**src/design/rotate_scale_sprite_sampler_defines.svh**
```systemverilog
// assertion macros shared by the sprite sampler modules
`ifndef ROTATE_SCALE_SPRITE_SAMPLER_DEFINES_SVH
`define ROTATE_SCALE_SPRITE_SAMPLER_DEFINES_SVH

`ifndef SYNTH
`define RSS_ASSERT_IMPL(name, clk_s, rst_s, pre, post) \
    name: assert property (@(posedge clk_s) disable iff (!rst_s) (pre) |-> (post)) \
        else $error("assertion failed");
`define RSS_ASSERT_NEXT(name, clk_s, rst_s, pre, post) \
    name: assert property (@(posedge clk_s) disable iff (!rst_s) (pre) |=> (post)) \
        else $error("assertion failed");
`else
`define RSS_ASSERT_IMPL(name, clk_s, rst_s, pre, post)
`define RSS_ASSERT_NEXT(name, clk_s, rst_s, pre, post)
`endif

`endif

```
**src/design/rss_pkg.sv**
```systemverilog
// types, constants and helper functions of the sprite sampler
package rss_pkg;

    localparam int DEF_MAX_TILE_COLS = 64;
    localparam int DEF_MAX_TILE_ROWS = 64;
    localparam int DEF_MAX_DEST_SPAN = 4096;

    localparam int RGBA_W  = 32;
    localparam int COORD_W = 6;
    localparam int DEST_W  = 14;
    localparam int IN_DATA_W = 72;
    localparam int CFG_DATA_W = 64;
    localparam int CFG_ADDR_W = 6;
    localparam int SIZE_W = 9;

    localparam int QUEUE_DEPTH = 4;
    localparam int QPTR_W = 2;
    localparam int QCNT_W = 3;

    localparam logic OP_SAMPLE = 1'b1;

    typedef enum logic [2:0] {
        REG_COS_ANGLE     = 3'd0,
        REG_SIN_ANGLE     = 3'd1,
        REG_INVERSE_SCALE = 3'd2,
        REG_PIVOT_COL     = 3'd3,
        REG_PIVOT_ROW     = 3'd4,
        REG_TILE_COLS     = 3'd5,
        REG_TILE_ROWS     = 3'd6,
        REG_TINT_SETTING  = 3'd7
    } reg_idx_t;

    typedef struct packed {
        logic signed [15:0] cos_angle;
        logic signed [15:0] sin_angle;
        logic [23:0]        inverse_scale;
        logic signed [16:0] pivot_col;
        logic signed [16:0] pivot_row;
        logic [6:0]         tile_cols;
        logic [6:0]         tile_rows;
        logic               tint_en;
        logic [31:0]        tint_rgba;
    } cfg_t;

    localparam cfg_t CFG_RESET = '{
        cos_angle:     16'sd16384,
        sin_angle:     16'sd0,
        inverse_scale: 24'd65536,
        pivot_col:     17'sd0,
        pivot_row:     17'sd0,
        tile_cols:     7'd64,
        tile_rows:     7'd64,
        tint_en:       1'b0,
        tint_rgba:     32'd0
    };

    typedef struct packed {
        logic                      sample;
        logic                      wr_ok;
        logic [COORD_W-1:0]        texel_col;
        logic [COORD_W-1:0]        texel_row;
        logic [RGBA_W-1:0]         texel_rgba;
        logic signed [DEST_W-1:0]  dest_dx;
        logic signed [DEST_W-1:0]  dest_dy;
    } q_item_t;

    typedef struct packed {
        logic full;
        logic empty;
    } q_status_t;

    // (a*ta + 127) / 255, divide done as add-shift, exact below 65535
    function automatic logic [7:0] tint_alpha(input logic [7:0] a, input logic [7:0] ta);
        logic [16:0] p;
        logic [17:0] t;
        p = ({9'b0, a} * {9'b0, ta}) + 17'd127;
        t = {1'b0, p} + {9'b0, p[16:8]} + 18'd1;
        return t[15:8];
    endfunction

endpackage

```
**src/design/rss_front.sv**
```systemverilog
// accept side: unpacks the beat, classifies it and clamps the offsets
module rss_front #(
    parameter int MAX_TILE_COLS = rss_pkg::DEF_MAX_TILE_COLS,
    parameter int MAX_TILE_ROWS = rss_pkg::DEF_MAX_TILE_ROWS,
    parameter int MAX_DEST_SPAN = rss_pkg::DEF_MAX_DEST_SPAN
) (
    input  logic                           s_axis_tvalid,
    output logic                           s_axis_tready,
    // texel_col, texel_row, texel_rgba, dest_dx, dest_dy
    input  logic [rss_pkg::IN_DATA_W-1:0]  s_axis_tdata,
    // op
    input  logic                           s_axis_tuser,
    input  rss_pkg::q_status_t             stat,
    output logic                           push,
    output rss_pkg::q_item_t               item
);
    import rss_pkg::*;

    localparam logic signed [DEST_W-1:0] SPAN_HI = DEST_W'(MAX_DEST_SPAN);
    localparam logic signed [DEST_W-1:0] SPAN_LO = DEST_W'(-MAX_DEST_SPAN);

    logic [COORD_W-1:0]       col;
    logic [COORD_W-1:0]       row;
    logic signed [DEST_W-1:0] dx_raw;
    logic signed [DEST_W-1:0] dy_raw;

    function automatic logic signed [DEST_W-1:0] clamp_span(input logic signed [DEST_W-1:0] v);
        if (v > SPAN_HI)
        begin
            return SPAN_HI;
        end
        else if (v < SPAN_LO)
        begin
            return SPAN_LO;
        end
        return v;
    endfunction

    assign col    = s_axis_tdata[5:0];
    assign row    = s_axis_tdata[11:6];
    assign dx_raw = $signed(s_axis_tdata[57:44]);
    assign dy_raw = $signed(s_axis_tdata[71:58]);

    assign s_axis_tready = !stat.full;
    assign push          = s_axis_tvalid && !stat.full;

    always_comb
    begin
        item.sample     = (s_axis_tuser == OP_SAMPLE);
        item.wr_ok      = (int'(col) < MAX_TILE_COLS) && (int'(row) < MAX_TILE_ROWS);
        item.texel_col  = col;
        item.texel_row  = row;
        item.texel_rgba = s_axis_tdata[43:12];
        item.dest_dx    = clamp_span(dx_raw);
        item.dest_dy    = clamp_span(dy_raw);
    end

endmodule

```
**config.mk**
```make
export PLATFORM = sky130hd
export DESIGN_NAME = rss_front
export DESIGN_NICKNAME = d
export VERILOG_FILES = /design/src/design/rotate_scale_sprite_sampler_defines.svh /design/src/design/rss_pkg.sv /design/src/design/rss_front.sv
export SDC_FILE = /design/constraint.sdc
export NUM_CORES = 1
export LEC_CHECK = 0
export BUFFER_PORTS_ARGS = -buffer_cell sky130_fd_sc_hd__buf_2
export CAP_MARGIN = 10
export CORE_AREA = 2 2 59 61
export DETAILED_ROUTE_END_ITERATION = 6
export DIE_AREA = 0 0 61 63
export PLACE_DENSITY = 0.76
export SYNTH_ARGS = -nofsm -noshare
export SYNTH_HDL_FRONTEND = slang
export SYNTH_SLANG_ARGS = --single-unit
```
**constraint.sdc**
```tcl
create_clock -name vclk -period 0.8
set_input_delay 0 -clock vclk [all_inputs]
set_output_delay 0 -clock vclk [all_outputs]
set_load 0.02 [all_outputs]
```
==> impl_metrics.csv, run 1 <==
group,metric,value,unit
global_route,antenna_found_initial,0,
cells_and_area,clockBufferCount,0,
cells_and_area,utilization,17.54,%
global_route,use_met2,5.780,%
floorplanning,core_area,3232,µm²
setup_path,cp_slowest_cell,"buf_4",
logic_synthesis,synth-compound-area-share,0,%
cells_and_area,fin_cells,139,
setup_path,crit_family,"buffers and inverters",
global_route,grt_max_degree,13,
drt,dr.pass1.iters,1,
drt,detail_route.vias_per_cell,3.137,
setup_path,critPathArrivalTime,0.71,ns
global_route,top_usage_layer,"met4",
power,p_per_area,769.2,nW/µm²
sta,period_share,88.34,%
logic_synthesis,synth.distinct_cells,9,
sta,setup_viol,0,
sta,fin_ws,0.09331,ns
setup_path,max_stage_delay,0.17,ns
drt,post_drt_wl_per_cell,7.878,µm
floorplanning,dieArea,3843,µm²
worst_hold_path,hold_depth,0,
setup_path,cp-end-kind,"output port",
sta,grt_setup_unrepaired,"no",
cells_and_area,nets,171,
cells_and_area,drive_gt1_share,68.82,%
logic_synthesis,synthAdderAreaFrac,0,%
setup_path,worst-path-buf-inv,3,
logic_synthesis,ys_warn_count,0,
cells_and_area,antenna_cells,0,
logic_synthesis,synth_nets,157,
logic_synthesis,syn_inst,81,
sta,period_minus_slack,0.7067,ns
power,power.total,436.0,µW
sta,hold_viol,0,
floorplanning,die_h,63,µm
clock_tree,postCtsSetupRepairBufs,0,
logic_synthesis,yosysSeqAreaShare,0,%
global_route,use_met1,4.433,%
sta,drv_slew,0,
global_route,grt_pass1_vias,356,
flow_run,drv_cap,0,
setup_path,critPathKind,"primary input to output port",
floorplanning,start_util,17.62,%
placement,port_buffers,60,
logic_synthesis,synth_largest_area_cell,"buf_4",
placement,dp_hpwl,975.6,µm
placement,dp.cells,139,
power,irDropWorstVdd,0.2498,mV
floorplanning,ios,152,
cells_and_area,seq_area,0,µm²
cells_and_area,areaGrowthSynthToFinish,-0.4395,%
worst_hold_path,min_path_type,"primary input to output port",
logic_synthesis,synth_top_area_share,60.66,%
logic_synthesis,synthSimpleGateAreaFrac,29.67,%
global_route,gr-total-overflow,0,
floorplanning,dieWidth,61,µm
placement,place_ws,0.07902,ns
logic_synthesis,synthXorXnorAreaFrac,3.077,%
setup_path,cp.required,0.80,ns
logic_synthesis,muxShareOfSynthArea,0,%
logic_synthesis,syn_area,569.3,µm²
cells_and_area,num-fill-cells,381,
logic_synthesis,synth_area_leaders,"buf_4 61%, and2_1 26%, buf_6 4.0%",
outcome,status,"finished, final reports clean",
setup_path,crit_chain,"buf_2, xnor2_1, buf_4, and2_1, buf_2",
drt,drt_wl_total,1095,µm
drt,drt_iter0_markers,0,
drt,vias,436,
cells_and_area,seq_cells,0,
sta,fin_tns_setup,0,ns
sta,maxClockFrequency,1.415,GHz
global_route,use_met3,2.277,%
power,cellLeakagePower,0.3485,nW
drt,ant_nets,0,
drt,drc,0,
global_route,track_usage,4.575,%
floorplanning,rows,21,
logic_synthesis,syn_avg_cell_area,7.028,µm²
clock_tree,cts_resized,0,
setup_path,crit_path_frequent_cell,"buf_2",
setup_path,path_depth,5,
setup_path,path_max_fanout,12,
logic_synthesis,synth_top_family_by_area,"buffers and inverters",
setup_path,startpoint_type,"primary input",
placement,place_congestion,0.6338,
global_route,grt_pass1_wl,1476,µm
clock_tree,hold_buffers,0,
layout by cell type, fill, tap and decap left out, drive strengths merged:
cell   instances
and2          24
buf           62
conb           1
inv            1
nor2b          1
or2            2
xnor2          2
kinds of logic (layout without fill, tap and decap cells):
logic type | after synthesis | count (layout)
XOR/XNOR | 2 | 2
buffers and inverters | 51 | 63
other | 1 | 1
AND/OR/NAND/NOR | 27 | 27
routing by layer:
metal	vias up	wire length (µm)
met3	20	176
li1	215	-
met2	38	458
met5	-	0
met1	163	349
met4	0	111
path summary, 6_finish.rpt:
| kind | from | to | slack [ns] |
|---|---|---|---|
| min | s_axis_tdata[39] | item[55] | 0.000006 |
| max | s_axis_tdata[56] | item[21] | 0.09 |
cell usage after synthesis:
| library cell | instances |
|---|---|
| buf_6 | 2 |
| xnor2_1 | 2 |
| and2_1 | 24 |
| inv_1 | 1 |
| clkbuf_1 | 2 |
| conb_1 | 1 |
| buf_4 | 46 |
| nor2b_1 | 1 |
| or2_2 | 2 |
power by group:
part | switching [mW] | internal (mW) | total (mW) | leakage, nW
combinational | 0.243 | 0.193 | 0.436 | 0.348
clock | 0 | 0 | 0 | 0
sequential | 0 | 0 | 0 | 0
total | 0.243 | 0.193 | 0.436 | 0.348
area by class of cell:
type	count	area [µm²]	share of cell area, %
timing repair buffer	62	315.3	55.63
multi-input combinational	30	190.2	33.55
tap	46	57.56	10.15
inverter	1	3.754	0.6623
stage by stage:
stage               cell area [µm²]  hold WS, ns
floorplan                     569.3      0.07664
global placement              566.8    0.0001367
detailed placement            566.8    0.0001367
CTS                           566.8    0.0001367
global route                  566.8   0.00002927
finish                        566.8  0.000005612
(Power assumes the default switching activity.)
==> run 2, diff against run 1 <==
--- a/config.mk
+++ b/config.mk
@@ -5,12 +5,12 @@
 export SDC_FILE = /design/constraint.sdc
 export NUM_CORES = 1
 export LEC_CHECK = 0
-export BUFFER_PORTS_ARGS = -buffer_cell sky130_fd_sc_hd__buf_2
 export CAP_MARGIN = 10
-export CORE_AREA = 2 2 59 61
+export CORE_AREA = 2 2 58 60
 export DETAILED_ROUTE_END_ITERATION = 6
-export DIE_AREA = 0 0 61 63
-export PLACE_DENSITY = 0.76
+export DIE_AREA = 0 0 60 62
+export DONT_BUFFER_PORTS = 1
+export PLACE_DENSITY = 0.36
 export SYNTH_ARGS = -nofsm -noshare
 export SYNTH_HDL_FRONTEND = slang
 export SYNTH_SLANG_ARGS = --single-unit
==> run 2 against run 1 <==
Design area is 53% lower. Sequential cell count stayed put. Global-route usage is 0.83 points lower. Worst setup slack better by 0.12 ns. Routed wire length is 1.6% lower. Combinational power is 36% lower. Maximum frequency is 21% higher. Power is 36% lower. Core utilization is 9.2 points lower.
==> impl_metrics.csv, run 2 (synthesis gave the netlist of run 1 again) <==
group,metric,value,unit
floorplanning,dieWidth,60,µm
global_route,track_usage,3.744,%
setup_path,startpoint_type,"primary input",
setup_path,cp.required,0.80,ns
cells_and_area,seq_area,0,µm²
setup_path,critPathKind,"primary input to output port",
worst_hold_path,min_path_type,"primary input to output port",
placement,place_congestion,0.7631,
drt,post_drt_wl_per_cell,13.63,µm
sta,period_minus_slack,0.5841,ns
cells_and_area,layout_common_cells,"24 x and2_1, 2 x xnor2_1, 2 x or2_2, 2 x buf_4",
global_route,gr-total-overflow,0,
placement,port_buffers,0,
outcome,status,"finished, final reports clean",
floorplanning,core_area,3179,µm²
sta,drv_slew,0,
global_route,grt_pass1_wl,1048,µm
power,p_comb_share,100.0,%
clock_tree,cts_resized,0,
setup_path,crit_family,"simple AND/OR/NAND/NOR gates",
setup_path,cp-end-kind,"output port",
worst_hold_path,hold_start,"s_axis_tdata[8]",
setup_path,crit_chain,"xnor2_1, buf_4, and2_1",
cells_and_area,final_common_cell,"and2_1",
placement,place_ws,0.2091,ns
power,power.internal,72.25,µW
sta,fin_tns_setup,0,ns
cells_and_area,antenna_cells,0,
sta,period_share,73.01,%
drt,vias,268,
drt,drt_iter0_markers,2,
cells_and_area,nets,111,
power,p_switching,205.2,µW
cells_and_area,seq_cells,0,
sta,setup_viol,0,
floorplanning,start_util,17.91,%
setup_path,critPathArrivalTime,0.58,ns
floorplanning,dieArea,3720,µm²
drt,detail_route.vias_per_cell,3.392,
setup_path,path_max_fanout,12,
clock_tree,postCtsSetupRepairBufs,0,
cells_and_area,num-fill-cells,372,
global_route,grt_max_degree,13,
global_route,grt_pass1_vias,196,
global_route,antenna_found_initial,0,
power,clockPowerShare,0,%
drt,drc,0,
cells_and_area,areaGrowthSynthToFinish,-53.19,%
sta,hold_viol,0,
setup_path,worst-path-buf-inv,1,
drt,drt_wl_total,1077,µm
drt,dr.pass1.iters,2,
cells_and_area,clockBufferCount,0,
worst_hold_path,hold_depth,0,
flow_run,drv_cap,0,
cells_and_area,drive_gt1_share,12.12,%
power,irDropWorstVdd,0.1796,mV
power,swShare,73.96,%
sta,grt_setup_unrepaired,"no",
worst_hold_path,holdPathEnd,"item[62]",
sta,maxClockFrequency,1.712,GHz
power,p_per_area,1041,nW/µm²
floorplanning,ios,152,
drt,ant_nets,0,
floorplanning,die_h,62,µm
clock_tree,hold_buffers,0,
floorplanning,rows,21,
setup_path,max_stage_delay,0.28,ns
sta,fin_ws,0.2159,ns
power,seq_power_share,0,%
setup_path,cp_slowest_cell,"and2_1",
power,cellLeakagePower,0.09326,nW
[run 2: cell types whose count changed in the layout (fill, tap and decap cells not counted)]
cell / previous run / this run
buf_2: 60 / 0
[run 2: worst max-delay path by stage]
stage                     startpoint      end  slack (ns)  depth (start not counted)
floorplan           s_axis_tdata[70]  item[0]        0.22                          3
global placement    s_axis_tdata[70]  item[1]        0.23                          3
detailed placement  s_axis_tdata[70]  item[1]        0.21                          3
CTS                 s_axis_tdata[70]  item[1]        0.21                          3
global route        s_axis_tdata[70]  item[1]        0.15                          3
finish              s_axis_tdata[70]  item[1]        0.22                          3
[run 2: power by group through the flow]
stage / combinational, mW / clock (mW) / sequential [mW]
2_1_floorplan: 0.606 / 0 / 0
3_3_place_gp: 0.279 / 0 / 0
3_5_place_dp: 0.281 / 0 / 0
4_1_cts: 0.282 / 0 / 0
5_1_grt: 0.299 / 0 / 0
6_report: 0.277 / 0 / 0
[run 2: area by class of cell]
class | instances | area [µm²] | area share, %
repair buffers | 2 | 15.01 | 5.634
inverters | 1 | 3.754 | 1.408
multi-input cells | 30 | 190.2 | 71.36
well taps | 46 | 57.56 | 21.60
[run 2: metal layers]
layer	routed length, µm	global-route usage (%)
met1	251	2.340
met2	553	7.453
met3	206	1.242
met4	65	4.444
met5	0	0
[run 2: stage by stage]
stage          utilization, %  std cells  cell area (µm²)  power, mW  hold slack, ns
2_1_floorplan               -         81            569.3     0.6059         0.07664
3_3_place_gp            8.383         79            266.5     0.2787       0.0001367
3_5_place_dp            8.383         79            266.5     0.2813       0.0001367
4_1_cts                 8.383         79            266.5     0.2815       0.0001367
5_1_grt                 8.383         79            266.5     0.2985      0.00003031
6_report                8.383         79            266.5     0.2774     0.000008833
==> run 3, diff against run 2 <==
--- a/config.mk
+++ b/config.mk
@@ -5,12 +5,13 @@
 export SDC_FILE = /design/constraint.sdc
 export NUM_CORES = 1
 export LEC_CHECK = 0
+export ABC_AREA = 1
 export CAP_MARGIN = 10
-export CORE_AREA = 2 2 58 60
+export CORE_AREA = 2 2 59 61
 export DETAILED_ROUTE_END_ITERATION = 6
-export DIE_AREA = 0 0 60 62
+export DIE_AREA = 0 0 61 63
 export DONT_BUFFER_PORTS = 1
-export PLACE_DENSITY = 0.36
+export PLACE_DENSITY = 0.45
 export SYNTH_ARGS = -nofsm -noshare
 export SYNTH_HDL_FRONTEND = slang
 export SYNTH_SLANG_ARGS = --single-unit
==> run 3 against run 2 <==
The flow now finishes with violations (setup timing). Hold slack about the same. Design area rose to 3.1 times the previous value. Die area increased by 3.3%. Synthesized cell count increased by 63%.
==> impl_metrics.csv, run 3 <==
group,metric,value,unit
global_route,track_usage,8.019,%
power,p_per_area,684.6,nW/µm²
setup_path,cp-end-kind,"output port",
outcome,violations,"setup timing",
floorplanning,start_util,26.09,%
logic_synthesis,yosys-top-cells-count,"48 x buf_4, 26 x inv_1, 18 x a21oi_2",
cells_and_area,final_common_cell,"inv_1",
logic_synthesis,syn_avg_cell_area,6.389,µm²
power,p_switching,354.0,µW
setup_path,crit_chain,"or2_1, nor2_1, nand2_2, clkbuf_16, a21oi_2, buf_4",
placement,place_congestion,0.7376,
logic_synthesis,yosysSeqAreaShare,0,%
sta,period_share,109.1,%
setup_path,cp.required,0.80,ns
setup_path,path_max_fanout,6,
global_route,grt_pass1_vias,549,
power,swShare,62.23,%
setup_path,worst-path-buf-inv,2,
placement,port_buffers,0,
cells_and_area,layout_common_cells,"26 x inv_1, 18 x a21oi_4, 13 x nor2_1",
placement,dp_hpwl,1381,µm
worst_hold_path,min_path_type,"primary input to output port",
sta,grt_setup_unrepaired,"yes",
cells_and_area,clockBufferCount,0,
floorplanning,dieWidth,61,µm
clock_tree,hold_buffers,0,
sta,period_minus_slack,0.8729,ns
drt,drt_wl_total,1948,µm
sta,fin_ws,-0.07286,ns
drt,dr.pass1.iters,4,
drt,vias,575,
power,power.total,568.8,µW
power,clockPowerShare,0,%
logic_synthesis,syn_inst,132,
drt,drc,0,
drt,drt_iter0_markers,3,
drt,ant_nets,0,
floorplanning,ios,152,
logic_synthesis,synth.distinct_cells,13,
sta,drv_slew,0,
floorplanning,dieArea,3843,µm²
outcome,status,"finished, violations left",
setup_path,max_stage_delay,0.20,ns
power,irDropWorstVdd,0.1490,mV
global_route,antenna_found_initial,0,
setup_path,critPathKind,"primary input to output port",
floorplanning,die_h,63,µm
logic_synthesis,syn_area,843.3,µm²
sta,maxClockFrequency,1.146,GHz
power,cellLeakagePower,0.3554,nW
logic_synthesis,synth_top_area_share,42.73,%
logic_synthesis,yosysMostFrequentCell,"buf_4",
setup_path,crit_family,"simple AND/OR/NAND/NOR gates",
floorplanning,core_area,3232,µm²
cells_and_area,areaGrowthSynthToFinish,-1.484,%
global_route,grt_max_degree,13,
setup_path,startpoint_type,"primary input",
setup_path,cp_slowest_cell,"or2_1",
cells_and_area,antenna_cells,0,
cells_and_area,seq_cells,0,
power,power.internal,214.8,µW
cells_and_area,seq_area,0,µm²
drt,post_drt_wl_per_cell,13.82,µm
setup_path,critPathArrivalTime,0.87,ns
global_route,grt_pass1_wl,2546,µm
flow_run,drv_cap,0,
drt,detail_route.vias_per_cell,4.078,
power,seq_power_share,0,%
sta,hold_viol,0,
power,p_comb_share,100.0,%
cells_and_area,drive_gt1_share,47.37,%
sta,setup_viol,11,
global_route,gr-total-overflow,0,
logic_synthesis,synth_area_leaders,"buf_4 43%, a21oi_2 19%, inv_1 12%",
logic_synthesis,synth_largest_area_cell,"buf_4",
cells_and_area,nets,173,
logic_synthesis,ys_warn_count,0,
floorplanning,rows,21,
sta,fin_tns_setup,-0.2789,ns
logic_synthesis,synth_nets,208,
[run 3: final timing paths]
check	from	to	slack (ns)	cells after the start
max	s_axis_tdata[57]	item[25]	-0.07	6
min	s_axis_tdata[40]	item[56]	0.000006	0
[run 3: layout make-up]
cell class | instances | area [µm²]
well taps | 46 | 57.56
repair buffers | 15 | 182.7
inverters | 26 | 97.59
fillers | 365 | 2401
multi-input cells | 54 | 493.0
[run 3: per-layer routing]
metal	share of wire [%]	global-route usage, %	wire, µm
met1	28	8.631	552
met2	55	13.04	1063
met3	8.8	1.449	171
met4	8.2	6.522	160
met5	0	0	0
[run 3: kinds of logic after synthesis]
kind of cell,after synthesis,share of synthesized area [%]
buffers and inverters,78,59.35
and+or+nand+nor,27,13.20
AOI/OAI and AO/OA,24,24.93
xor gates and xnor gates,2,2.078
other,1,0.4447
[run 3: power by group through the flow]
stage,logic [mW],clock network (mW),registers [mW]
2_1_floorplan,0.697,0,0
3_3_place_gp,0.460,0,0
3_5_place_dp,0.462,0,0
4_1_cts,0.507,0,0
5_1_grt,0.600,0,0
6_report,0.569,0,0
[run 3: stage by stage]
step / std cells / hold WS, ns / instance area [µm²] / util [%] / worst slack, ns
4_1_cts: 140 / 0.0001367 / 715.7 / 22.14 / -0.03686
3_3_place_gp: 140 / 0.0001367 / 640.6 / 19.82 / -0.04185
6_report: 141 / 0.000005608 / 830.8 / 25.71 / -0.07286
3_5_place_dp: 140 / 0.0001367 / 640.6 / 19.82 / -0.04937
2_1_floorplan: 132 / 0.07664 / 843.3 / - / 0.004666
5_1_grt: 141 / 0.00002927 / 830.8 / 25.71 / -0.1163
[run 3: what timing repair did]
item / 4_1_cts / 5_1_grt
gates cloned: 0 / 1
pin swaps: 2 / 5
buffers inserted: 0 / 0
resized for setup: 13 / 15
endpoints found under the setup margin: 22 / 24
