--- src/design/rotate_scale_sprite_sampler_defines.svh ---
// assertion macros shared by the sprite sampler modules
`ifndef ROTATE_SCALE_SPRITE_SAMPLER_DEFINES_SVH
`define ROTATE_SCALE_SPRITE_SAMPLER_DEFINES_SVH

`ifndef SYNTH
`define RSS_ASSERT_IMPL(name, clk_s, rst_s, pre, post) \
    name: assert property (@(posedge clk_s) disable iff (!rst_s) (pre) |-> (post)) \
        else $error("assertion failed");
`define RSS_ASSERT_NEXT(name, clk_s, rst_s, pre, post) \
    name: assert property (@(posedge clk_s) disable iff (!rst_s) (pre) |=> (post)) \
        else $error("assertion failed");
`else
`define RSS_ASSERT_IMPL(name, clk_s, rst_s, pre, post)
`define RSS_ASSERT_NEXT(name, clk_s, rst_s, pre, post)
`endif

`endif

--- src/design/rss_pkg.sv ---
// types, constants and helper functions of the sprite sampler
package rss_pkg;

    localparam int DEF_MAX_TILE_COLS = 64;
    localparam int DEF_MAX_TILE_ROWS = 64;
    localparam int DEF_MAX_DEST_SPAN = 4096;

    localparam int RGBA_W  = 32;
    localparam int COORD_W = 6;
    localparam int DEST_W  = 14;
    localparam int IN_DATA_W = 72;
    localparam int CFG_DATA_W = 64;
    localparam int CFG_ADDR_W = 6;
    localparam int SIZE_W = 9;

    localparam int QUEUE_DEPTH = 4;
    localparam int QPTR_W = 2;
    localparam int QCNT_W = 3;

    localparam logic OP_SAMPLE = 1'b1;

    typedef enum logic [2:0] {
        REG_COS_ANGLE     = 3'd0,
        REG_SIN_ANGLE     = 3'd1,
        REG_INVERSE_SCALE = 3'd2,
        REG_PIVOT_COL     = 3'd3,
        REG_PIVOT_ROW     = 3'd4,
        REG_TILE_COLS     = 3'd5,
        REG_TILE_ROWS     = 3'd6,
        REG_TINT_SETTING  = 3'd7
    } reg_idx_t;

    typedef struct packed {
        logic signed [15:0] cos_angle;
        logic signed [15:0] sin_angle;
        logic [23:0]        inverse_scale;
        logic signed [16:0] pivot_col;
        logic signed [16:0] pivot_row;
        logic [6:0]         tile_cols;
        logic [6:0]         tile_rows;
        logic               tint_en;
        logic [31:0]        tint_rgba;
    } cfg_t;

    localparam cfg_t CFG_RESET = '{
        cos_angle:     16'sd16384,
        sin_angle:     16'sd0,
        inverse_scale: 24'd65536,
        pivot_col:     17'sd0,
        pivot_row:     17'sd0,
        tile_cols:     7'd64,
        tile_rows:     7'd64,
        tint_en:       1'b0,
        tint_rgba:     32'd0
    };

    typedef struct packed {
        logic                      sample;
        logic                      wr_ok;
        logic [COORD_W-1:0]        texel_col;
        logic [COORD_W-1:0]        texel_row;
        logic [RGBA_W-1:0]         texel_rgba;
        logic signed [DEST_W-1:0]  dest_dx;
        logic signed [DEST_W-1:0]  dest_dy;
    } q_item_t;

    typedef struct packed {
        logic full;
        logic empty;
    } q_status_t;

    // (a*ta + 127) / 255, divide done as add-shift, exact below 65535
    function automatic logic [7:0] tint_alpha(input logic [7:0] a, input logic [7:0] ta);
        logic [16:0] p;
        logic [17:0] t;
        p = ({9'b0, a} * {9'b0, ta}) + 17'd127;
        t = {1'b0, p} + {9'b0, p[16:8]} + 18'd1;
        return t[15:8];
    endfunction

endpackage

--- src/design/rss_queue.sv ---
// short fifo between the accept side and the sampling pipeline
`include "rotate_scale_sprite_sampler_defines.svh"

module rss_queue (
    input  logic              clk,
    input  logic              rst_n,
    input  logic              push,
    input  rss_pkg::q_item_t  in_item,
    input  logic              pop,
    output rss_pkg::q_item_t  head,
    output rss_pkg::q_status_t stat
);
    import rss_pkg::*;

    q_item_t           entry_reg [QUEUE_DEPTH];
    logic [QPTR_W-1:0] wr_ptr_reg;
    logic [QPTR_W-1:0] rd_ptr_reg;
    logic [QCNT_W-1:0] count_reg;
    logic [QCNT_W-1:0] count_next;

    assign head       = entry_reg[rd_ptr_reg];
    assign stat.full  = (count_reg == QCNT_W'(QUEUE_DEPTH));
    assign stat.empty = (count_reg == '0);

    always_comb
    begin
        count_next = count_reg;
        if (push && !pop)
        begin
            count_next = count_reg + 1'b1;
        end
        else if (pop && !push)
        begin
            count_next = count_reg - 1'b1;
        end
    end

    always_ff @(posedge clk or negedge rst_n)
    begin
        if (!rst_n)
        begin
            wr_ptr_reg <= '0;
            rd_ptr_reg <= '0;
            count_reg  <= '0;
        end
        else
        begin
            if (push)
            begin
                wr_ptr_reg <= wr_ptr_reg + 1'b1;
            end
            if (pop)
            begin
                rd_ptr_reg <= rd_ptr_reg + 1'b1;
            end
            count_reg <= count_next;
        end
    end

    always_ff @(posedge clk)
    begin
        if (push)
        begin
            entry_reg[wr_ptr_reg] <= in_item;
        end
    end

    `RSS_ASSERT_IMPL(a_q_no_overflow, clk, rst_n, push, count_reg < QCNT_W'(QUEUE_DEPTH))
    `RSS_ASSERT_IMPL(a_q_no_underflow, clk, rst_n, pop, count_reg != '0)

endmodule

--- config.mk ---
export PLATFORM = sky130hd
export DESIGN_NAME = rss_queue
export DESIGN_NICKNAME = d
export VERILOG_FILES = /design/src/design/rss_pkg.sv /design/src/design/rss_queue.sv
export VERILOG_INCLUDE_DIRS = /design/src /design/src/design
export SDC_FILE = /design/constraint.sdc
export NUM_CORES = 1
export LEC_CHECK = 0
export BUFFER_PORTS_ARGS = -buffer_cell sky130_fd_sc_hd__buf_2
export CORE_MARGIN = 2
export CORE_UTILIZATION = 40
export CTS_CLUSTER_SIZE = 14
export DETAILED_ROUTE_END_ITERATION = 7
export SETUP_SLACK_MARGIN = 0.02
export SYNTH_ARGS = -nofsm -noshare
export SYNTH_HDL_FRONTEND = slang
export SYNTH_SLANG_ARGS = --single-unit
--- constraint.sdc ---
create_clock -name clk -period 3.5 [get_ports clk]
set_clock_uncertainty 0.1 [all_clocks]
set_input_delay 0.7 -clock clk [delete_from_list [all_inputs] [get_ports clk]]
set_output_delay 0.7 -clock clk [all_outputs]
set_load 0.02 [all_outputs]
==> results of run 1 <==
[worst max-delay path, delay by kind of cell, from the launching register on]
kind | cells | cell delay, ns
buffers and inverters | 2 | 0.56
muxes | 1 | 0.61
DFF | 1 | 0.42
[area by class of cell]
class	count	share of cell area (%)
Clock buffer	37	5.95
Sequential cell	303	67.7
Clock inverter	19	1.75
Tap cell	378	3.53
Timing Repair Buffer	165	6.96
Multi-Input combinational cell	97	14.0
Antenna cell	2	0.0373
Inverter	4	0.112
[cells in the final DEF (no fill, tap or decap), drive strengths merged]
| cell type | instances |
|---|---|
| dlygate4sd3 | 1 |
| mux4 | 74 |
| nor3 | 1 |
| nor2 | 1 |
| mux2 | 1 |
| and2 | 4 |
| inv | 4 |
| edfxtp | 296 |
| ha | 5 |
| nand2 | 2 |
| clkinv | 13 |
| diode | 2 |
| o21ai | 1 |
| clkbuf | 37 |
| bufinv | 6 |
| xnor2 | 2 |
| dfrtp | 7 |
| buf | 164 |
| xor2 | 4 |
| nor3b | 1 |
| fa | 1 |
[metal layers]
| metal | wire length (um) | track usage (%) | up-vias | part of all wire, % |
|---|---|---|---|---|
| met3 | 1300 | 3.12 | 31 | 6.4 |
| li1 | - | - | 2172 | - |
| met1 | 8410 | 17.6 | 2582 | 42 |
| met2 | 10100 | 23.8 | 141 | 50 |
| met5 | 7 | 0 | - | 0.035 |
| met4 | 371 | 3.94 | 2 | 1.8 |
[where the power goes]
part           leakage [uW]  internal (uW)  switching (uW)
logic               0.00127           1470            2100
registers           0.00280           4750             199
clock network      0.000506           2050            1250
total               0.00458           8270            3550
[timing repair]
action                    in CTS  in global routing
hold endpoints to repair       7                  0
hold buffers                   1                  0
buffers inserted               0                  0
[metrics by stage]
stage	worst slack (ns)	std cells	power [uW]	hold WS, ns	util (%)
after floorplan	0.531	421	7610	0.304	-
after global placement	1.06	946	8640	0.372	44.9
after detailed placement	1.04	946	8730	0.415	44.9
after CTS	0.463	1003	12100	0.242	48.6
after global routing	0.400	1004	12400	0.249	48.7
final	0.539	1005	11800	0.277	48.7
[kinds of logic (layout without fill, tap and decap cells)]
family	after synthesis	count (layout)
adder cells (fa/ha/maj)	6	6
other	0	2
buffers and inverters	21	225
AO/OA/AOI/OAI	1	1
multiplexers	75	75
XOR/XNOR	6	6
AND/OR/NAND/NOR	9	9
flip-flops	303	303
[worst min-delay path by stage]
| stage | slack, ns | depth (start not counted) | to | startpoint |
|---|---|---|---|---|
| 6_report | 0.28 | 1 | entry_reg[0][28] | in_item[28] |
| 5_1_grt | 0.25 | 1 | entry_reg[2][14] | in_item[14] |
| 4_1_cts | 0.24 | 1 | entry_reg[1][68] | in_item[68] |
| 3_5_place_dp | 0.42 | 1 | count_reg[2] | count_reg[2] |
| 3_3_place_gp | 0.37 | 1 | count_reg[2] | count_reg[2] |
| 2_1_floorplan | 0.30 | 0 | count_reg[0] | rst_n |
==> results.tsv, run 1 <==
stage	metric	value	unit
floorplan	dieWidth	171	um
global_route	grt_pass1_wl	30100	um
yosys	yosysSeqAreaShare	81.5	%
detailed_routing	avgRoutedWirePerCell	20.1	um
layout	largest_reg_flops	296	
yosys	synth_area_per_cell	26.4	um^2
layout	drive_above_1_share	45.9	%
floorplan	num_rows	61	
worst_setup_path	ff2ff_path_depth	4	
sta	min_period	2.96	ns
global_route	grt_max_degree	54	
worst_hold_path	hp-class	input port to flop	
detailed_routing	dr.pass1.iters	4	
sta	maxSlewViolCount	0	
detailed_routing	dr_total_vias	4928	
yosys	synth-compound-area-share	0.0450	%
worst_setup_path	crit_fanout	53	
detailed_routing	drtAntennaViolNets	0	
global_route	antenna_found_initial	3	
detailed_routing	vias_per_cell	4.90	
cts	ctsResizeCount	0	
yosys	synth_edf_count	296	
layout	multi_input_area	1880	um^2
yosys	netlist_area	11100	um^2
sta	timing_hold_violations_final	0	
layout	syn_to_final_growth	20.6	%
yosys	synth_nets	505	
floorplan	io_pins	154	
global_route	grt_usage	13.8	%
detailed_routing	drcViolationCount	0	
floorplan	die_area	29100	um^2
detailed_routing	wirelength	20200	um
sta	fmax	338	MHz
sta	setup_viol	0	
yosys	ys_seq_elements	303	
yosys	yosysMostFrequentCell	edfxtp_1	
worst_setup_path	r2r_start	wr_ptr_reg[0]	
yosys	synth_xor_area_share	0.473	%
place	gp_congestion	0.686	
yosys	synthAdderAreaFrac	0.743	%
cts	clock_sinks	303	
yosys	synth_common_cells	edfxtp_1, mux4_2, dfrtp_1, buf_2	
yosys	synth_top_area_share	80.0	%
yosys	synth.mux.area_fraction	15.1	%
yosys	synth_top_family_by_area	multiplexers	
worst_setup_path	cp-end-kind	output port	
cts	clk_latency	0.53	ns
power_and_ir_drop	peakVddDrop	0.445	mV
worst_setup_path	arrival	2.16	ns
worst_setup_path	cp.required	2.70	ns
yosys	syn_inst	421	
yosys	synth_cell_type_count	20	
sta	slew_headroom	45.4	%
floorplan	core_area	27600	um^2
floorplan	start_util	40.3	%
worst_setup_path	crit_path_cell_trace	buf_12 -> mux4_2 -> buf_2	
worst_setup_path	critPathMaxStageDelay	0.61	ns
global_route	gr-total-overflow	0	
yosys	async_flop_share	2.31	%
sta	finalCritPeriodShare	84.6	%
cts	root_buffer	clkbuf_16	
cts	htreeDepth	1	
floorplan	die_h	171	um
power_and_ir_drop	static-leakage-power	0.00458	uW
layout	nFillCells	2242	
worst_setup_path	critical_path.startpoint	rd_ptr_reg[0]	
place	io_buffers	153	
yosys	synthSimpleGateAreaFrac	0.439	%
power_and_ir_drop	powerDensity	882	nW/um^2
yosys	ys.flop_type	edfxtp_1	
layout	final_area	13400	um^2
worst_setup_path	rrSetupSlack	1.40	ns
yosys	synth_area_leaders	edfxtp_1, mux4_2, dfrtp_1, buf_12, ha_1	
cts	cts_made_buffers	31	
layout	final_nets	686	
detailed_routing	drt_iter0_drc	291	
worst_setup_path	slowest_stage	mux4_2	
layout	regArea	9070	um^2
yosys	synth.largest_area_cell	edfxtp_1	
worst_setup_path	path_class	flop to output port	
worst_setup_path	crit_end	head[15]	
place	placed_cell_area	12400	um^2
worst_setup_path	cp-start-kind	flop	
place	dp_hpwl	12100	um
cts	clkTransAtPathRegs	0.06	ns
cts	cts_max_path_buffers	3	
flow_run	cap_violations	0	
sta	grt_setup_unrepaired	no	
sta	fin_tns_setup	0	ns
cts	cts_tree	done	
status	status	finished, final reports clean	
global_route	grt_pass1_vias	5301	
sta	worst_pin_slew	0.820	ns
worst_setup_path	r2r-end	entry_reg[0][67]	
yosys	yosys_warnings	0	
No activity file was read; power rests on OpenSTA's default activity.
==> run 2, diff against run 1 <==
Clock period 3.5 ns to 2.8 ns, I/O delays scaled along.
==> run 2 against run 1 <==
- cell area increased by 1.5%
- via count increased by 1.9%
- critical path depth unchanged
- register-to-register slack worse by 0.42 ns
- worst hold slack got worse by 0.14 ns
==> results.tsv, run 2 (synthesized netlist as in run 1, its figures left out) <==
stage	metric	value	unit
cts	cts_tree	done	
worst_setup_path	path_class	flop to output port	
detailed_routing	dr_total_vias	5023	
sta	grt_setup_unrepaired	yes	
floorplan	io_pins	154	
worst_setup_path	r2r-end	entry_reg[2][35]	
worst_hold_path	worstHoldPathCells	1	
layout	mostFrequentLayoutCells	edfxtp_1, buf_2, mux4_2, clkbuf_16, buf_4	
layout	regArea	9070	um^2
worst_setup_path	cp.required	2.14	ns
power_and_ir_drop	clkPwrFrac	26.0	%
power_and_ir_drop	powerDensity	1110	nW/um^2
detailed_routing	dr.pass1.iters	5	
worst_setup_path	r2r_start	wr_ptr_reg[0]	
global_route	grt_pass1_vias	5499	
global_route	met3_usage	3.26	%
cts	cts_max_path_buffers	3	
cts	clk_latency	0.54	ns
sta	min_period	2.72	ns
global_route	grt_max_degree	36	
cts	htreeDepth	1	
place	place_inst	952	
floorplan	num_rows	61	
sta	maxSlewViolCount	0	
place	dp_hpwl	12700	um
detailed_routing	avgRoutedWirePerCell	21.1	um
place	io_buffers	153	
worst_setup_path	ff2ff_path_depth	4	
layout	largest_reg_flops	296	
detailed_routing	drcViolationCount	0	
power_and_ir_drop	peakVddDrop	0.578	mV
sta	fin_tns_setup	0	ns
worst_hold_path	min_to	entry_reg[1][46]	
worst_setup_path	cp-start-kind	flop	
floorplan	die_h	171	um
global_route	antenna_found_initial	2	
power_and_ir_drop	power	15100	uW
sta	timing_hold_violations_final	0	
layout	layout.cells.non_filler	1021	
sta	setup_viol	0	
power_and_ir_drop	static-leakage-power	0.00468	uW
global_route	grtUsageMet1	19.8	%
global_route	gr-total-overflow	0	
place	place_ws	0.420	ns
detailed_routing	drt_iter0_drc	360	
worst_hold_path	min_from	in_item[46]	
floorplan	core_area	27600	um^2
worst_setup_path	rrSetupSlack	0.98	ns
sta	finalCritPeriodShare	97.1	%
global_route	grt_pass1_wl	32300	um
power_and_ir_drop	p_int	10400	uW
layout	final_nets	701	
detailed_routing	vias_per_cell	4.92	
floorplan	start_util	40.3	%
sta	fmax	368	MHz
cts	clkTransAtPathRegs	0.06	ns
sta	slew_headroom	68.7	%
global_route	busiest_layer	met2	
flow_run	cap_violations	0	
global_route	grtUsageMet2	24.5	%
layout	drive_above_1_share	46.8	%
worst_setup_path	arrival	2.06	ns
sta	setup_slack	0.0813	ns
power_and_ir_drop	pwr-share-comb	33.0	%
place	gp_congestion	0.703	
worst_hold_path	hp-class	input port to flop	
layout	nFillCells	2244	
power_and_ir_drop	p_switching	4640	uW
worst_setup_path	cp-end-kind	output port	
cts	root_buffer	clkbuf_16	
cts	clock_sinks	303	
layout	final_common_cell	edfxtp_1	
power_and_ir_drop	pwr-share-seq	41.1	%
layout	multi_input_area	1880	um^2
floorplan	die_area	29100	um^2
detailed_routing	wirelength	21600	um
layout	syn_to_final_growth	22.4	%
sta	worst_pin_slew	0.469	ns
worst_setup_path	crit_fanout	17	
cts	cts_made_buffers	31	
status	status	finished, final reports clean	
floorplan	dieWidth	171	um
power_and_ir_drop	sw_frac_of_total	30.8	%
detailed_routing	drtAntennaViolNets	0	
global_route	grt_usage	14.7	%
[run 2: cell count changes in the layout (fill, tap and decap cells not counted)]
cell / delta
bufbuf_16: +1
bufinv_16: -3
clkbuf_1: +1
clkinv_2: -1
clkbuf_16: +2
buf_4: +6
clkinvlp_4: +2
buf_12: +1
buf_2: -2
buf_16: +3
buf_6: +4
clkinv_1: +2
[run 2: worst max path at each step]
stage,end,from,slack [ns],cells past startpoint
5_1_grt,head[42],rd_ptr_reg[0],-0.001,3
2_1_floorplan,entry_reg[2][0],wr_ptr_reg[0],0.72,3
3_5_place_dp,head[57],rd_ptr_reg[0],0.42,3
4_1_cts,head[57],rd_ptr_reg[0],0.01,4
3_3_place_gp,head[57],rd_ptr_reg[0],0.43,3
6_report,head[37],rd_ptr_reg[0],0.08,3
[run 2: worst max-delay path: stages, from the launching register on]
cell and delay [ns]:
dfrtp_4 0.47, bufbuf_16 0.36, mux4_2 0.52, buf_2 0.17
[run 2: per-stage QoR]
step                utilization [%]  hold slack, ns  cell area [um^2]
finish                         49.4           0.133             13600
global route                   49.4           0.107             13600
CTS                            49.2          0.0993             13600
detailed placement             45.1           0.312             12400
global placement               45.1           0.304             12400
floorplan                         -           0.164             11100
[run 2: metal layers]
| layer | vias up | wire (um) |
|---|---|---|
| met1 | 2657 | 9460 |
| met3 | 33 | 1230 |
| li1 | 2204 | - |
| met5 | - | 0 |
| met2 | 129 | 10500 |
| met4 | 0 | 359 |
[run 2: final cells by class]
type | instances | area share, %
inverter | 4 | 0.110
tap | 378 | 3.48
clock buffer | 38 | 5.90
antenna | 2 | 0.0368
sequential | 303 | 66.7
multi-input combinational | 97 | 13.8
timing repair buffer | 180 | 8.81
clock inverter | 19 | 1.20
[run 2: what timing repair did]
| action | 4_1_cts | 5_1_grt |
|---|---|---|
| gates resized for setup | 9 | 0 |
| endpoints found under the hold margin | 7 | 0 |
| hold buffers | 1 | 0 |
| pin swaps | 0 | 0 |
| buffers inserted | 6 | 0 |
| setup endpoints to repair | 66 | 31 |
| gates cloned | 2 | 2 |
[run 2: power groups by stage]
stage | sequential [uW] | clock, uW | combinational, uW
after floorplan | 6170 | 0 | 3300
after global placement | 6270 | 0 | 4630
after detailed placement | 6330 | 0 | 4660
after CTS | 6200 | 4010 | 5020
after global routing | 6250 | 4180 | 5330
final | 6180 | 3910 | 4960
==> run 3, diff against run 2 <==
Settings changed: BUFFER_PORTS_ARGS -buffer_cell sky130_fd_sc_hd__buf_2 to default, DONT_BUFFER_PORTS from default to 1.
Clock period 2.8 ns to 2.74 ns, I/O delays scaled along.
==> run 3 against run 2 <==
- sequential power up 3%
- flip-flop and latch count did not move
- global-route usage shrank 1.2 points
- worst setup slack gained 0.035 ns
- register-to-register slack lost 0.10 ns
- non-clock buffer count decreased by 92
- via count decreased by 7.6%
- power shrank 3.1%
- critical path type unchanged
- largest power group unchanged
==> results.tsv, run 3 (synthesized netlist as in run 1, its figures left out) <==
stage	metric	value	unit
worst_setup_path	crit_end	head[19]	
worst_setup_path	r2r-end	entry_reg[2][22]	
worst_hold_path	hp-class	input port to flop	
sta	min_period	2.62	ns
worst_setup_path	crit_fanout	43	
worst_setup_path	cp-start-kind	flop	
global_route	grt_pass1_vias	5190	
worst_setup_path	arrival	1.98	ns
worst_setup_path	cp.required	2.09	ns
detailed_routing	drcViolationCount	0	
cts	htreeDepth	1	
place	io_buffers	0	
detailed_routing	drtAntennaViolNets	0	
cts	cts_tree	done	
worst_setup_path	cp-end-kind	output port	
sta	timing_hold_violations_final	0	
layout	final_nets	608	
floorplan	die_h	171	um
layout	mostFrequentLayoutCells	edfxtp_1, dlygate4sd3_1, mux4_2, clkbuf_16, buf_12	
power_and_ir_drop	static-leakage-power	0.00431	uW
power_and_ir_drop	powerDensity	1090	nW/um^2
cts	clk_latency	0.54	ns
cts	cts_made_buffers	30	
sta	setup_viol	0	
flow_run	cap_violations	0	
detailed_routing	avgRoutedWirePerCell	21.4	um
cts	clkTransAtPathRegs	0.06	ns
layout	final_common_cell	edfxtp_1	
global_route	grt_usage	13.5	%
worst_setup_path	ff2ff_path_depth	4	
sta	fin_tns_setup	0	ns
floorplan	start_util	40.3	%
floorplan	num_rows	61	
global_route	grt_pass1_wl	29700	um
sta	worst_pin_slew	0.673	ns
global_route	gr-total-overflow	0	
worst_setup_path	rrSetupSlack	0.88	ns
detailed_routing	routed.top_layer	met4	
detailed_routing	dr_total_vias	4640	
power_and_ir_drop	peakVddDrop	0.547	mV
status	status	finished, final reports clean	
place	place_inst	793	
floorplan	dieWidth	171	um
global_route	antenna_found_initial	2	
detailed_routing	wl_met2	10200	um
cts	root_buffer	clkbuf_16	
worst_setup_path	path_class	flop to output port	
sta	finalCritPeriodShare	95.8	%
detailed_routing	drt_iter0_drc	318	
place	dp_hpwl	11600	um
detailed_routing	vias_per_cell	5.00	
layout	largest_reg_flops	296	
sta	fmax	381	MHz
sta	maxSlewViolCount	0	
worst_setup_path	critical_path.startpoint	rd_ptr_reg[0]	
layout	nFillCells	2201	
cts	clock_sinks	303	
floorplan	die_area	29100	um^2
floorplan	core_area	27600	um^2
detailed_routing	dr.pass1.iters	4	
place	gp_congestion	0.758	
sta	slew_headroom	55.0	%
layout	layout.cells.non_filler	928	
layout	drive_above_1_share	25.2	%
global_route	grt_max_degree	75	
floorplan	io_pins	154	
detailed_routing	wl_met3	1430	um
cts	cts_max_path_buffers	3	
worst_setup_path	r2r_start	wr_ptr_reg[0]	
worst_hold_path	worstHoldPathCells	2	
detailed_routing	wirelength	19800	um
layout	syn_to_final_growth	20.9	%
layout	utilization	48.8	%
detailed_routing	met1Wirelength	7860	um
sta	grt_setup_unrepaired	yes	
==> run 3: cell types whose count changed in the layout (fill, tap and decap cells not counted), moves of 2 or more <==
cell,change
buf_16,-2
buf_2,-151
buf_4,-8
buf_6,-3
bufinv_16,+2
clkbuf_1,-2
clkbuf_16,-2
clkbuf_8,+4
clkinv_1,-5
dlygate4sd3_1,+76
==> run 3: report_power, final <==
part | internal (uW) | leakage [uW] | switching (uW)
clock | 2630 | 0.000515 | 1610
combinational | 1510 | 0.000997 | 2480
sequential | 6070 | 0.00280 | 286
==> run 3: final cells by class <==
cell class                 count  area, um^2  share of cell area (%)
timing repair buffer          88         952                    7.08
clock buffer                  40         850                    6.32
clock inverter                16         201                    1.50
sequential                   303        9070                    67.5
inverter                       4        15.0                   0.112
multi-input combinational     97        1880                    14.0
antenna                        2        5.00                  0.0372
tap                          378         473                    3.52
==> run 3: worst min-delay path by stage <==
stage,to,slack [ns],startpoint
5_1_grt,rd_ptr_reg[1],0.06,pop
4_1_cts,rd_ptr_reg[1],0.05,pop
6_report,rd_ptr_reg[1],0.07,pop
2_1_floorplan,count_reg[0],0.15,rst_n
3_5_place_dp,count_reg[1],0.15,rst_n
3_3_place_gp,count_reg[2],0.15,rst_n
==> run 3: timing repair <==
item	in CTS	in global routing
hold buffers	77	0
gates resized for setup	0	2
endpoints found under the setup margin	0	34
hold endpoints to repair	306	0
setup buffers	0	0
==> run 3: worst max-delay path, stage by stage (launching register included) <==
cell and delay [ns]:
dfrtp_4 0.45, buf_16 0.30, mux4_2 0.64
==> run 3: layer usage <==
layer  GRT usage (%)  vias to the layer above
li1                -                     2024
met1            16.5                     2447
met2            23.5                      137
met3            3.89                       32
met4            3.90                        0
met5               0                        -
==> run 3: stage by stage <==
stage	hold WS [ns]	setup slack, ns	total power [uW]	cell area, um^2
final	0.0679	0.116	14600	13400
after global routing	0.0633	0.0109	15200	13400
after CTS	0.0489	0.0481	14800	13400
after detailed placement	0.153	0.642	10400	11600
after global placement	0.153	0.656	10300	11600
after floorplan	0.152	0.664	9690	11100
